## src/rtl/core/julia_escape_time_pixel_top_assert.svh

```systemverilog
// ----------------------------------------------------------------------------
// Julia escape-time pixel assertion macros
// Shared property forms for the controller checks.
// ----------------------------------------------------------------------------
`ifndef JULIA_ESCAPE_TIME_PIXEL_TOP_ASSERT_SVH
`define JULIA_ESCAPE_TIME_PIXEL_TOP_ASSERT_SVH

// Condition implies consequence in the same cycle.
`define JETP_ASSERT_SAME(label, cond, cons) \
    label: assert property (@(posedge clk) disable iff (!rst_n) (cond) |-> (cons)) \
        else $error("julia pixel check failed");

// Condition implies consequence in the next cycle.
`define JETP_ASSERT_NEXT(label, cond, cons) \
    label: assert property (@(posedge clk) disable iff (!rst_n) (cond) |=> (cons)) \
        else $error("julia pixel check failed");

`endif

```

## src/rtl/core/jetp_pkg.sv

```systemverilog
// ----------------------------------------------------------------------------
// Julia escape-time pixel package
// Payload types, register indexes, controller codes and color constants.
// ----------------------------------------------------------------------------
package jetp_pkg;

    typedef struct packed {
        logic [9:0] pixel_x;
        logic [9:0] pixel_y;
    } in_t;

    typedef struct packed {
        logic [31:0] pixel_argb;
        logic [10:0] iteration_count;
        logic        bounded;
    } out_t;

    localparam logic [2:0] CFG_REAL_START = 3'd0;
    localparam logic [2:0] CFG_IMAG_START = 3'd1;
    localparam logic [2:0] CFG_REAL_STEP  = 3'd2;
    localparam logic [2:0] CFG_IMAG_STEP  = 3'd3;
    localparam logic [2:0] CFG_C_REAL     = 3'd4;
    localparam logic [2:0] CFG_C_IMAG     = 3'd5;
    localparam logic [2:0] CFG_MAX_ITER   = 3'd6;

    localparam logic [1:0] CH_RED   = 2'd0;
    localparam logic [1:0] CH_GREEN = 2'd1;
    localparam logic [1:0] CH_BLUE  = 2'd2;

    typedef enum logic [3:0] {
        OP_NOP,
        OP_LOAD,
        OP_INIT,
        OP_MUL,
        OP_ITER,
        OP_DIV_INIT,
        OP_DIV_STEP,
        OP_CH_START,
        OP_CHUNK,
        OP_CH_STORE
    } op_t;

    typedef enum logic [3:0] {
        S_IDLE,
        S_INIT,
        S_MUL,
        S_ITER,
        S_DIV_INIT,
        S_DIV,
        S_CH_START,
        S_CHUNK,
        S_CH_STORE,
        S_DONE
    } state_t;

    typedef struct packed {
        op_t        op;
        logic [1:0] chunk;
        logic [1:0] fac;
        logic [1:0] ch;
    } cmd_t;

    typedef struct packed {
        logic stop;
        logic bounded;
    } status_t;

    // Channel scale: 9*255, 15*255 and 17*255 (blue takes one extra shift).
    function automatic logic [12:0] chan_k(input logic [1:0] ch);
        case (ch)
            CH_RED:   chan_k = 13'd2295;
            CH_GREEN: chan_k = 13'd3825;
            default:  chan_k = 13'd4335;
        endcase
    endfunction

    // Red takes u t t t, green u u t t, blue u u u t.
    function automatic logic factor_is_u(input logic [1:0] ch, input logic [1:0] fac);
        case (ch)
            CH_RED:   factor_is_u = (fac == 2'd0);
            CH_GREEN: factor_is_u = (fac <= 2'd1);
            default:  factor_is_u = (fac <= 2'd2);
        endcase
    endfunction

    function automatic logic signed [31:0] sat_q28(input logic signed [43:0] v);
        if (v[43:31] == {13{v[43]}})
        begin
            sat_q28 = v[31:0];
        end
        else if (v[43])
        begin
            sat_q28 = 32'sh8000_0000;
        end
        else
        begin
            sat_q28 = 32'sh7FFF_FFFF;
        end
    endfunction

endpackage

```

## src/rtl/core/jetp_ctrl.sv

```systemverilog
// ----------------------------------------------------------------------------
// Julia escape-time pixel controller
// Sequences iteration, division and the three color products.
// ----------------------------------------------------------------------------
`include "julia_escape_time_pixel_top_assert.svh"

module jetp_ctrl (
    input  logic               clk,
    input  logic               rst_n,
    input  logic               start,
    input  jetp_pkg::status_t  status,
    output jetp_pkg::cmd_t     cmd,
    output logic               busy,
    output logic               done
);

    jetp_pkg::state_t state_reg, state_next;
    logic [3:0] step_reg, step_next;
    logic [1:0] chunk_reg, chunk_next;
    logic [1:0] fac_reg, fac_next;
    logic [1:0] ch_reg, ch_next;

    always_ff @(posedge clk or negedge rst_n)
    begin
        if (!rst_n)
        begin
            state_reg <= jetp_pkg::S_IDLE;
            step_reg  <= 4'd0;
            chunk_reg <= 2'd0;
            fac_reg   <= 2'd0;
            ch_reg    <= 2'd0;
        end
        else
        begin
            state_reg <= state_next;
            step_reg  <= step_next;
            chunk_reg <= chunk_next;
            fac_reg   <= fac_next;
            ch_reg    <= ch_next;
        end
    end

    always_comb
    begin
        state_next = state_reg;
        step_next  = step_reg;
        chunk_next = chunk_reg;
        fac_next   = fac_reg;
        ch_next    = ch_reg;
        cmd.op     = jetp_pkg::OP_NOP;
        cmd.chunk  = chunk_reg;
        cmd.fac    = fac_reg;
        cmd.ch     = ch_reg;
        case (state_reg)
            jetp_pkg::S_IDLE:
            begin
                if (start)
                begin
                    cmd.op     = jetp_pkg::OP_LOAD;
                    state_next = jetp_pkg::S_INIT;
                end
            end
            jetp_pkg::S_INIT:
            begin
                cmd.op     = jetp_pkg::OP_INIT;
                state_next = jetp_pkg::S_MUL;
            end
            jetp_pkg::S_MUL:
            begin
                cmd.op     = jetp_pkg::OP_MUL;
                state_next = jetp_pkg::S_ITER;
            end
            jetp_pkg::S_ITER:
            begin
                cmd.op = jetp_pkg::OP_ITER;
                if (!status.stop)
                begin
                    state_next = jetp_pkg::S_MUL;
                end
                else if (status.bounded)
                begin
                    state_next = jetp_pkg::S_DONE;
                end
                else
                begin
                    state_next = jetp_pkg::S_DIV_INIT;
                end
            end
            jetp_pkg::S_DIV_INIT:
            begin
                cmd.op     = jetp_pkg::OP_DIV_INIT;
                step_next  = 4'd0;
                state_next = jetp_pkg::S_DIV;
            end
            jetp_pkg::S_DIV:
            begin
                cmd.op    = jetp_pkg::OP_DIV_STEP;
                step_next = step_reg + 4'd1;
                if (step_reg == 4'd15)
                begin
                    ch_next    = jetp_pkg::CH_RED;
                    state_next = jetp_pkg::S_CH_START;
                end
            end
            jetp_pkg::S_CH_START:
            begin
                cmd.op     = jetp_pkg::OP_CH_START;
                chunk_next = 2'd0;
                fac_next   = 2'd0;
                state_next = jetp_pkg::S_CHUNK;
            end
            jetp_pkg::S_CHUNK:
            begin
                cmd.op = jetp_pkg::OP_CHUNK;
                if (chunk_reg == 2'd2)
                begin
                    chunk_next = 2'd0;
                    fac_next   = fac_reg + 2'd1;
                    if (fac_reg == 2'd3)
                    begin
                        state_next = jetp_pkg::S_CH_STORE;
                    end
                end
                else
                begin
                    chunk_next = chunk_reg + 2'd1;
                end
            end
            jetp_pkg::S_CH_STORE:
            begin
                cmd.op  = jetp_pkg::OP_CH_STORE;
                ch_next = ch_reg + 2'd1;
                if (ch_reg == jetp_pkg::CH_BLUE)
                begin
                    state_next = jetp_pkg::S_DONE;
                end
                else
                begin
                    state_next = jetp_pkg::S_CH_START;
                end
            end
            jetp_pkg::S_DONE:
            begin
                state_next = jetp_pkg::S_IDLE;
            end
            default:
            begin
                state_next = jetp_pkg::S_IDLE;
            end
        endcase
    end

    assign busy = (state_reg != jetp_pkg::S_IDLE);
    assign done = (state_reg == jetp_pkg::S_DONE);

    `JETP_ASSERT_NEXT(a_done_single, done, !done)
    `JETP_ASSERT_NEXT(a_done_then_idle, done, !busy)
    `JETP_ASSERT_NEXT(a_accept_no_early_done, start && !busy, busy && !done)
    `JETP_ASSERT_SAME(a_chunk_range, state_reg == jetp_pkg::S_CHUNK, chunk_reg != 2'd3)

endmodule
```

## config.mk

```make
export PLATFORM = sky130hd
export DESIGN_NAME = jetp_ctrl
export DESIGN_NICKNAME = d
export VERILOG_FILES = /design/src/rtl/core/jetp_pkg.sv /design/src/rtl/core/jetp_ctrl.sv
export VERILOG_INCLUDE_DIRS = /design/src /design/src/rtl/core
export SDC_FILE = /design/constraint.sdc
export NUM_CORES = 1
export LEC_CHECK = 0
export CAP_MARGIN = 20
export CORE_MARGIN = 2
export CORE_UTILIZATION = 50
export DETAILED_ROUTE_END_ITERATION = 12
export DONT_BUFFER_PORTS = 1
export HOLD_SLACK_MARGIN = 0.05
export REMOVE_ABC_BUFFERS = 1
export SLEW_MARGIN = 25
export SYNTH_ARGS = -nofsm -noshare
export SYNTH_HDL_FRONTEND = slang
export SYNTH_SLANG_ARGS = --single-unit
```

## constraint.sdc

```tcl
create_clock -name clk -period 1.64 [get_ports clk]
set_input_delay 0.164 -clock clk [delete_from_list [all_inputs] [get_ports clk]]
set_output_delay 0.164 -clock clk [all_outputs]
set_load 0.005 [all_outputs]
```

* After elaboration in Yosys (flattened, before gate mapping)
Cells that the tools add are included.
Widths: inputs -> output; s select.
** Operators by class
- Add/subtract/negate cells :: 4
- Multipliers :: 0
- Div/mod/pow operators :: 0
- $lt $le $gt $ge :: 0
- Equality and inequality tests :: 17
- Shift-type cells :: 0
- Muxes and demuxes :: 17
- Bitwise gates (word level) :: 0
- Reduce and logical (&&, ||, !) cells :: 8
** Operators by type and width (number)
- $pmux 4 s9 :: 2
- $mux 4 :: 7
- $eq 4x3->1 const B :: 4
- $eq 4x4->1 const B :: 3
- $pmux 2 s2 :: 3
- $eq 4x2->1 const B :: 2
- $ne 2x2->1 const B :: 4
- $pmux 4 s2 :: 1
- $add 2x1->2 const B :: 3
- $eq 2x2->1 const B :: 3
- $mux 2 :: 3
- $reduce_bool 2->1 :: 3
- $add 4x1->4 const B :: 1
- $eq 4x1->1 const B :: 1
- $logic_not 4->1 :: 1
- $reduce_and 2->1 :: 2
- $reduce_and 4->1 :: 1
- $reduce_bool 4->1 :: 1
- $mux 1 :: 1
** Word-level totals
- Register bits after elaboration :: 14
- Bits in latches :: 0
- Memory bits (writable) :: 0
- ROM bits :: 0
- Input bits :: 5
- Output and inout bits :: 12
- Word-level logic and storage cells :: 51
- Memories kept :: 0

* Logic depth before layout (Yosys ltp)
Gate-level depths: netlist of the first run.
- Word-level depth :: 4
- Gate-level depth with buffers :: 6
- Depth with buffers taken out :: 6

* Least setup slack after synthesis of the first run
No wires, ideal clock.
- Path kind :: register to register
- Start point :: register ch_reg[0]
- End point :: register state_reg[1]
- Setup time :: 0.082 ns
- Arrival time :: 1.269 ns
- Required time :: 1.558 ns
- Slack :: 0.288 ns
- Cell stages (with the launch flop) :: 7
- Buffers on the path :: 0
- Period minus slack after synthesis :: 1.352 ns
- Cells stage by stage :: dfrtp_1 > inv_1 > ha_1 > nor4b_1 > nor2_1 > o22a_1 > o22ai_1
** On the way
- Cells in the longest elaborated chain, start to end :: 3
** Ends and longest elaborated chain
- start: declaration :: RTL line jetp_ctrl.sv:21 : logic [1:0] ch_reg, ch_next;
- start signal: assignment :: RTL line jetp_ctrl.sv:39 : ch_reg <= ch_next;
- $eq 2x2->1 :: RTL line jetp_ctrl.sv:133 : if (ch_reg == jetp_pkg::CH_BLUE)
- $mux 4 :: RTL line jetp_ctrl.sv:133
- $pmux 4 s9 :: RTL line jetp_ctrl.sv:54 : case (state_reg)
- end signal: assignment :: RTL line jetp_ctrl.sv:27 : state_reg <= jetp_pkg::S_IDLE;
- end signal: assignment :: RTL line jetp_ctrl.sv:35 : state_reg <= state_next;
- end: declaration :: RTL line jetp_ctrl.sv:17 : jetp_pkg::state_t state_reg, state_next;
No other way between the ends.
A chain may end at the register's enable or synchronous reset.

==> metrics.txt, run 1 <==
Total Routing Usage GR=about a fifth; crit path to=cmd[9]; grt ovf=0; Seq/Total Area, Yosys=between 30 and 40%; worst clock skew=0.001897 ns; Leak Pwr=approximately 0.40 nW; Die W=roughly 46 µm; Worst Setup SP=state_reg[2]; Cells after Synth=~100; Via density=about 5.7; power density cells=1522 nW/µm²; Reg-to-Reg End=state_reg[1]; Synth Cell Area=about 900 µm²; Distinct cells, synth=37; critical path class=flip-flop to output pin; reg-to-reg startpoint=ch_reg[0]; synth-to-layout area growth=9.691%; WP data arrival=between 1 and 1.5 ns; Crit Path Max Fanout=7; DR iter-0 viols=20; Core ar.=~1700 µm²; final wirelength=1749 µm; Vias=between 700 and 800; clk slew on worst S/H paths=about 0.08 ns; cell taking the most area after synthesis=dfrtp_1; status=finished clean; Layout fillers=157; Final Hold Violating Endpoints=0; Compound-Gate Fraction of Synth Area=18.26%; mux contribution to synthesized area=under 10%; peak supply drop=around 0.73 mV; starting density of the core=52.16%; Placement Rows=15; HP Class=input pin to flip-flop; die area=around 2100 µm²; Period minus WS final=between 1.5 and 2 ns; clock buffer depth=2; wire per inst=13.45 µm; hold_ws=about 0.18 ns; Yosys warning total=0; Critical Path RT=about 1.5 ns; Ports=17; first-pass GRT wire length=2856 µm; vias in the first global route=657; #FFs+latches synth=14; Setup TNS Final=0 ns; Routed Antenna Nets=0; first drt pass iteration count=3; clk sink count=14; register area=approximately 360 µm²; IO buf count=0; largest net degree at the start of global routing=15; H-tree levels=1; actual slew at the worst max-slew pin=about 0.63 ns; Mean Syn Cell Area=roughly 8.7 µm²; Final Max Slew Viols=0; CTS tree=built; post-CTS setup buffers=0; Slew HR=approximately three fifths; clk_lat worst skew=around 0.27 ns; clk root buf=clkbuf_4; layout cells sized above 1=a little under a fifth; Tcrit/Tclk final=93.50%; layout net count=about 110; main combinational cell family by area after synthesis=simple AND/OR/NAND/NOR gates; drc violations=0; hpwl dp=around 1300 µm; Synth area leaders=dfrtp_1, nand2_1, ha_1; Startpoint Class=flip-flop; Final Wtd Congestion=0.8580; Max-Cap Viols=0; CTS buffer count=3; Adder-Cell Fraction of Synth Area=under 10%; xor-xnor portion of the synthesized cell area=under 10%; CP endpoint kind=output pin; FF-to-FF setup slack=0.18 ns; die outline height=around 46 µm; Post-Synth Simple-Gate Area=between 20% and 30%; initial antenna violation count=0; Antenna Cells=0; Hold Path Stages=3; highest clock rate=652.2 MHz; R2R cell count=6; Synth top area share=slightly below 40%; footprint of the multi-input gates=between 400 and 500 µm²; RSZ-0062 raised after global routing=false; Final setup viols=0
synth_stat cells:
cell	instances
nand2b_1	3
or3b_1	1
buf_6	2
inv_1	3
o211ai_1	3
clkbuf_1	2
nor3_2	1
o21ai_2	1
nand3b_1	2
o2111ai_1	1
o41a_1	1
mux2i_1	2
mux2_2	1
xor2_1	1
nor3_1	3
nand4b_1	1
o22a_1	1
o22ai_1	1
a22o_1	1
or3_1	1
nor2_1	10
nor4b_1	2
a22oi_1	1
o21ai_1	1
buf_2	2
nor3b_1	1
nand2_1	13
and3_1	1
xnor2_1	1
dfrtp_1	14
o21ai_0	7
a21oi_1	5
buf_4	1
nor2b_1	2
nand3_1	4
a211oi_1	2
ha_1	3
power breakdown:
part / internal [W] / total, W / switching [W]
combinational: 0.000309 / 0.000669 / 0.000360
sequential: 0.000425 / 0.000575 / 0.000150
clock: 0.000135 / 0.000243 / 0.000108
total: 0.000869 / 0.00149 / 0.000618
layout by cell type, fill, tap and decap left out, types with 3 or more instances in the layout:
cell	instances
a21oi_1	5
buf_4	5
clkbuf_4	3
dfrtp_1	10
dfrtp_2	4
ha_1	3
inv_1	3
nand2_1	13
nand2b_1	3
nand3_1	4
nor2_1	9
o211ai_1	3
o21ai_0	7
per-stage QoR:
stage | worst slack, ns | cell area, µm² | std cells | util [%] | power (W)
final | 0.1066 | 977.2 | 130 | 57.22 | 0.001487
after global routing | 0.03505 | 977.2 | 130 | 57.22 | 0.001610
after CTS | 0.04763 | 958.4 | 130 | 56.12 | 0.001466
after detailed placement | 0.09079 | 912.1 | 125 | 53.41 | 0.001210
after global placement | 0.1010 | 912.1 | 125 | 53.41 | 0.001203
after floorplan | 0.2573 | 843.3 | 95 | - | 0.001001
metal layers:
| metal | track usage (%) | vias up | wire, µm |
|---|---|---|---|
| met5 | 0 | - | 0 |
| met4 | 5.143 | 0 | 12 |
| met3 | 7.451 | 2 | 64 |
| met2 | 27.22 | 9 | 810 |
| met1 | 25.43 | 359 | 862 |
| li1 | - | 372 | - |
final cells by class:
| class | instances | share of cell area [%] |
|---|---|---|
| clock buffer | 4 | 3.713 |
| tap | 25 | 3.201 |
| multi-input combinational | 78 | 50.70 |
| sequential | 14 | 36.36 |
| inverter | 3 | 1.152 |
| timing repair buffer | 6 | 4.866 |
critical path: stages (launching register included):
cell	delay, ns
dfrtp_2	0.45
buf_4	0.17
nor2b_1	0.22
nand3_1	0.14
nand2_1	0.12
repair_timing:
item | CTS | global route
hold endpoints to repair | 14 | 0
resized for setup | 0 | 7
endpoints found under the setup margin | 0 | 4
hold buffers | 1 | 0
how the worst min path moves through the flow:
stage	from	to	slack [ns]
final	status[0]	state_reg[3]	0.18
after global routing	status[0]	state_reg[3]	0.20
after CTS	status[0]	state_reg[3]	0.17
after detailed placement	rst_n	ch_reg[1]	-0.13
after global placement	rst_n	ch_reg[0]	-0.13
after floorplan	rst_n	ch_reg[0]	-0.13
logic make-up (layout without fill, tap and decap cells):
kind of cell	after synthesis	after routing
adder cells (fa/ha/maj)	3	3
multiplexers	3	3
XOR/XNOR	2	2
AO/OA/AOI/OAI	25	25
buffers and inverters	10	13
AND/OR/NAND/NOR	45	45
flip-flops	14	14
Power figures use the tool's default switching activity.
==> inputs of run 2 (changes only) <==
- CORE_UTILIZATION: 50 -> 52
- PLACE_DENSITY: not set -> 0.67
==> run 2 against run 1 <==
Against the previous run: clock skew barely moved; highest routed layer unchanged; clock power down 20%; largest power group unchanged; first-iteration DRC count shrank 35%; design area decreased by 4.0%; die area decreased by 3.5%; sequential share of layout area is 1.1 points higher; critical path depth stayed put.
==> metrics.txt, run 2 (synthesized netlist as in run 1, its figures left out) <==
critical path class=flip-flop to output pin (unchanged); clock buffer depth=2 (unchanged); RSZ-0062 raised after global routing=true (was false); die outline height=45.39 µm (was 46.21 µm); Antenna Cells=0 (unchanged); IO buf count=0 (unchanged); synth-to-layout area growth=5.337% (was 9.691%); Final setup viols=0 (unchanged); Period minus WS final=1.589 ns (was 1.533 ns); DR iter-0 viols=13 (was 20); Ports=17 (unchanged); actual slew at the worst max-slew pin=0.6622 ns (was 0.6261 ns); Total Routing Usage GR=19.90% (was 18.64%); Crit Path Max Fanout=9 (was 7); fin cells=118 (was 130); Routed Antenna Nets=0 (unchanged); power density cells=1501 nW/µm² (was 1522 nW/µm²); Layout fillers=150 (was 157); total power=0.001408 W (was 0.001487 W); Startpoint Class=flip-flop (unchanged); # placed instances=114 (was 125); Vias=716 (was 742); CTS tree=built (unchanged); Final Max Slew Viols=0 (unchanged); Placement Cell Area=885.9 µm² (was 912.1 µm²); Setup TNS Final=0 ns (unchanged); highest clock rate=629.2 MHz (was 652.2 MHz); layout cells sized above 1=13.73% (was 18.10%); Leak Pwr=0.3894 nW (was 0.4032 nW); clk slew on worst S/H paths=0.08 ns (about the same); die area=2060 µm² (was 2135 µm²); Placement Rows=14 (was 15); Critical Path RT=1.48 ns (about the same); WP data arrival=1.43 ns (was 1.37 ns); initial antenna violation count=0 (unchanged); vias in the first global route=698 (was 657); Final Hold Violating Endpoints=0 (unchanged); Core ar.=1559 µm² (was 1708 µm²); first-pass GRT wire length=2960 µm (was 2856 µm); layout net count=112 (was 114); HP Class=input pin to flip-flop (unchanged); commonest cells after routing, fill and taps aside=nand2_1, dfrtp_1, nor2_1 (unchanged); H-tree levels=1 (unchanged); Final Util=60.19% (was 57.22%); hpwl dp=1300 µm (was 1305 µm); Non-Filler Cell Area, Final=938.4 µm² (was 977.2 µm²); final wirelength=1760 µm (was 1749 µm); wire per inst=14.92 µm (was 13.45 µm); drc violations=0 (unchanged); clk root buf=clkbuf_4 (unchanged); Final Wtd Congestion=0.9146 (was 0.8580); post-CTS setup buffers=0 (unchanged); peak supply drop=1.145 mV (was 0.7306 mV); Via density=6.068 (was 5.708); clk sink count=14 (unchanged); Slew HR=55.71% (was 58.12%); CP endpoint kind=output pin (unchanged); worst clock skew=0.001899 ns (was 0.001897 ns); first drt pass iteration count=4 (was 3); grt ovf=0 (unchanged); Die W=45.39 µm (was 46.21 µm); starting density of the core=57.14% (was 52.16%); clk_lat worst skew=0.27 ns (about the same); status=finished clean (unchanged); Tcrit/Tclk final=96.91% (was 93.50%); CTS buffer count=3 (unchanged); largest net degree at the start of global routing=15 (unchanged); Max-Cap Viols=0 (unchanged)
[run 2: worst max-delay path, stage by stage (launching register included)]
cell and delay, ns:
dfrtp_1 0.42, buf_4 0.18, nor2_2 0.22, nor2b_1 0.09, a211oi_2 0.23
[run 2: report_power, final]
part           total [W]  internal, W  switching [W]
sequential      0.000554     0.000418       0.000136
combinational   0.000659     0.000283       0.000377
clock           0.000195    0.0000849       0.000110
total            0.00141     0.000786       0.000622
[run 2: final timing paths]
path                                   start  slack, ns           end  cells after the start
worst max-delay path            state_reg[2]       0.05        cmd[6]                      4
worst min-delay path               status[0]       0.18  state_reg[3]                      3
worst max register to register  state_reg[1]       0.19  state_reg[3]                      4
worst min register to register     ch_reg[0]       0.54     ch_reg[0]                      1
max in group asynchronous              rst_n       0.82  state_reg[1]                      1
min in group asynchronous              rst_n       0.36   step_reg[0]                      1
[run 2: through the flow]
stage,setup slack [ns],hold WS (ns)
finish,0.05066,0.1770
global route,-0.04945,0.2160
CTS,0.07451,0.1753
detailed placement,0.1350,-0.1313
global placement,0.1491,-0.1313
floorplan,0.2573,-0.1316
[run 2: area by class of cell]
type	count	area [µm²]	share of cell area, %
repair buffers	4	32.53	3.467
multi-input cells	78	500.5	53.33
flip-flops and latches	14	351.6	37.47
well taps	16	20.02	2.133
inverters	3	11.26	1.200
clock buffers	3	22.52	2.400
[run 2: routing by layer]
layer  global-route usage (%)  routed length (µm)
met5                        0                   0
met4                    8.824                  10
met3                    4.365                  51
met2                    30.14                 831
met1                    27.07                 867
[run 2: timing repair]
item	CTS	global route
cloned	0	0
endpoints found under the hold margin	14	0
hold buffers	1	0
resized for setup	2	3
setup endpoints to repair	1	3
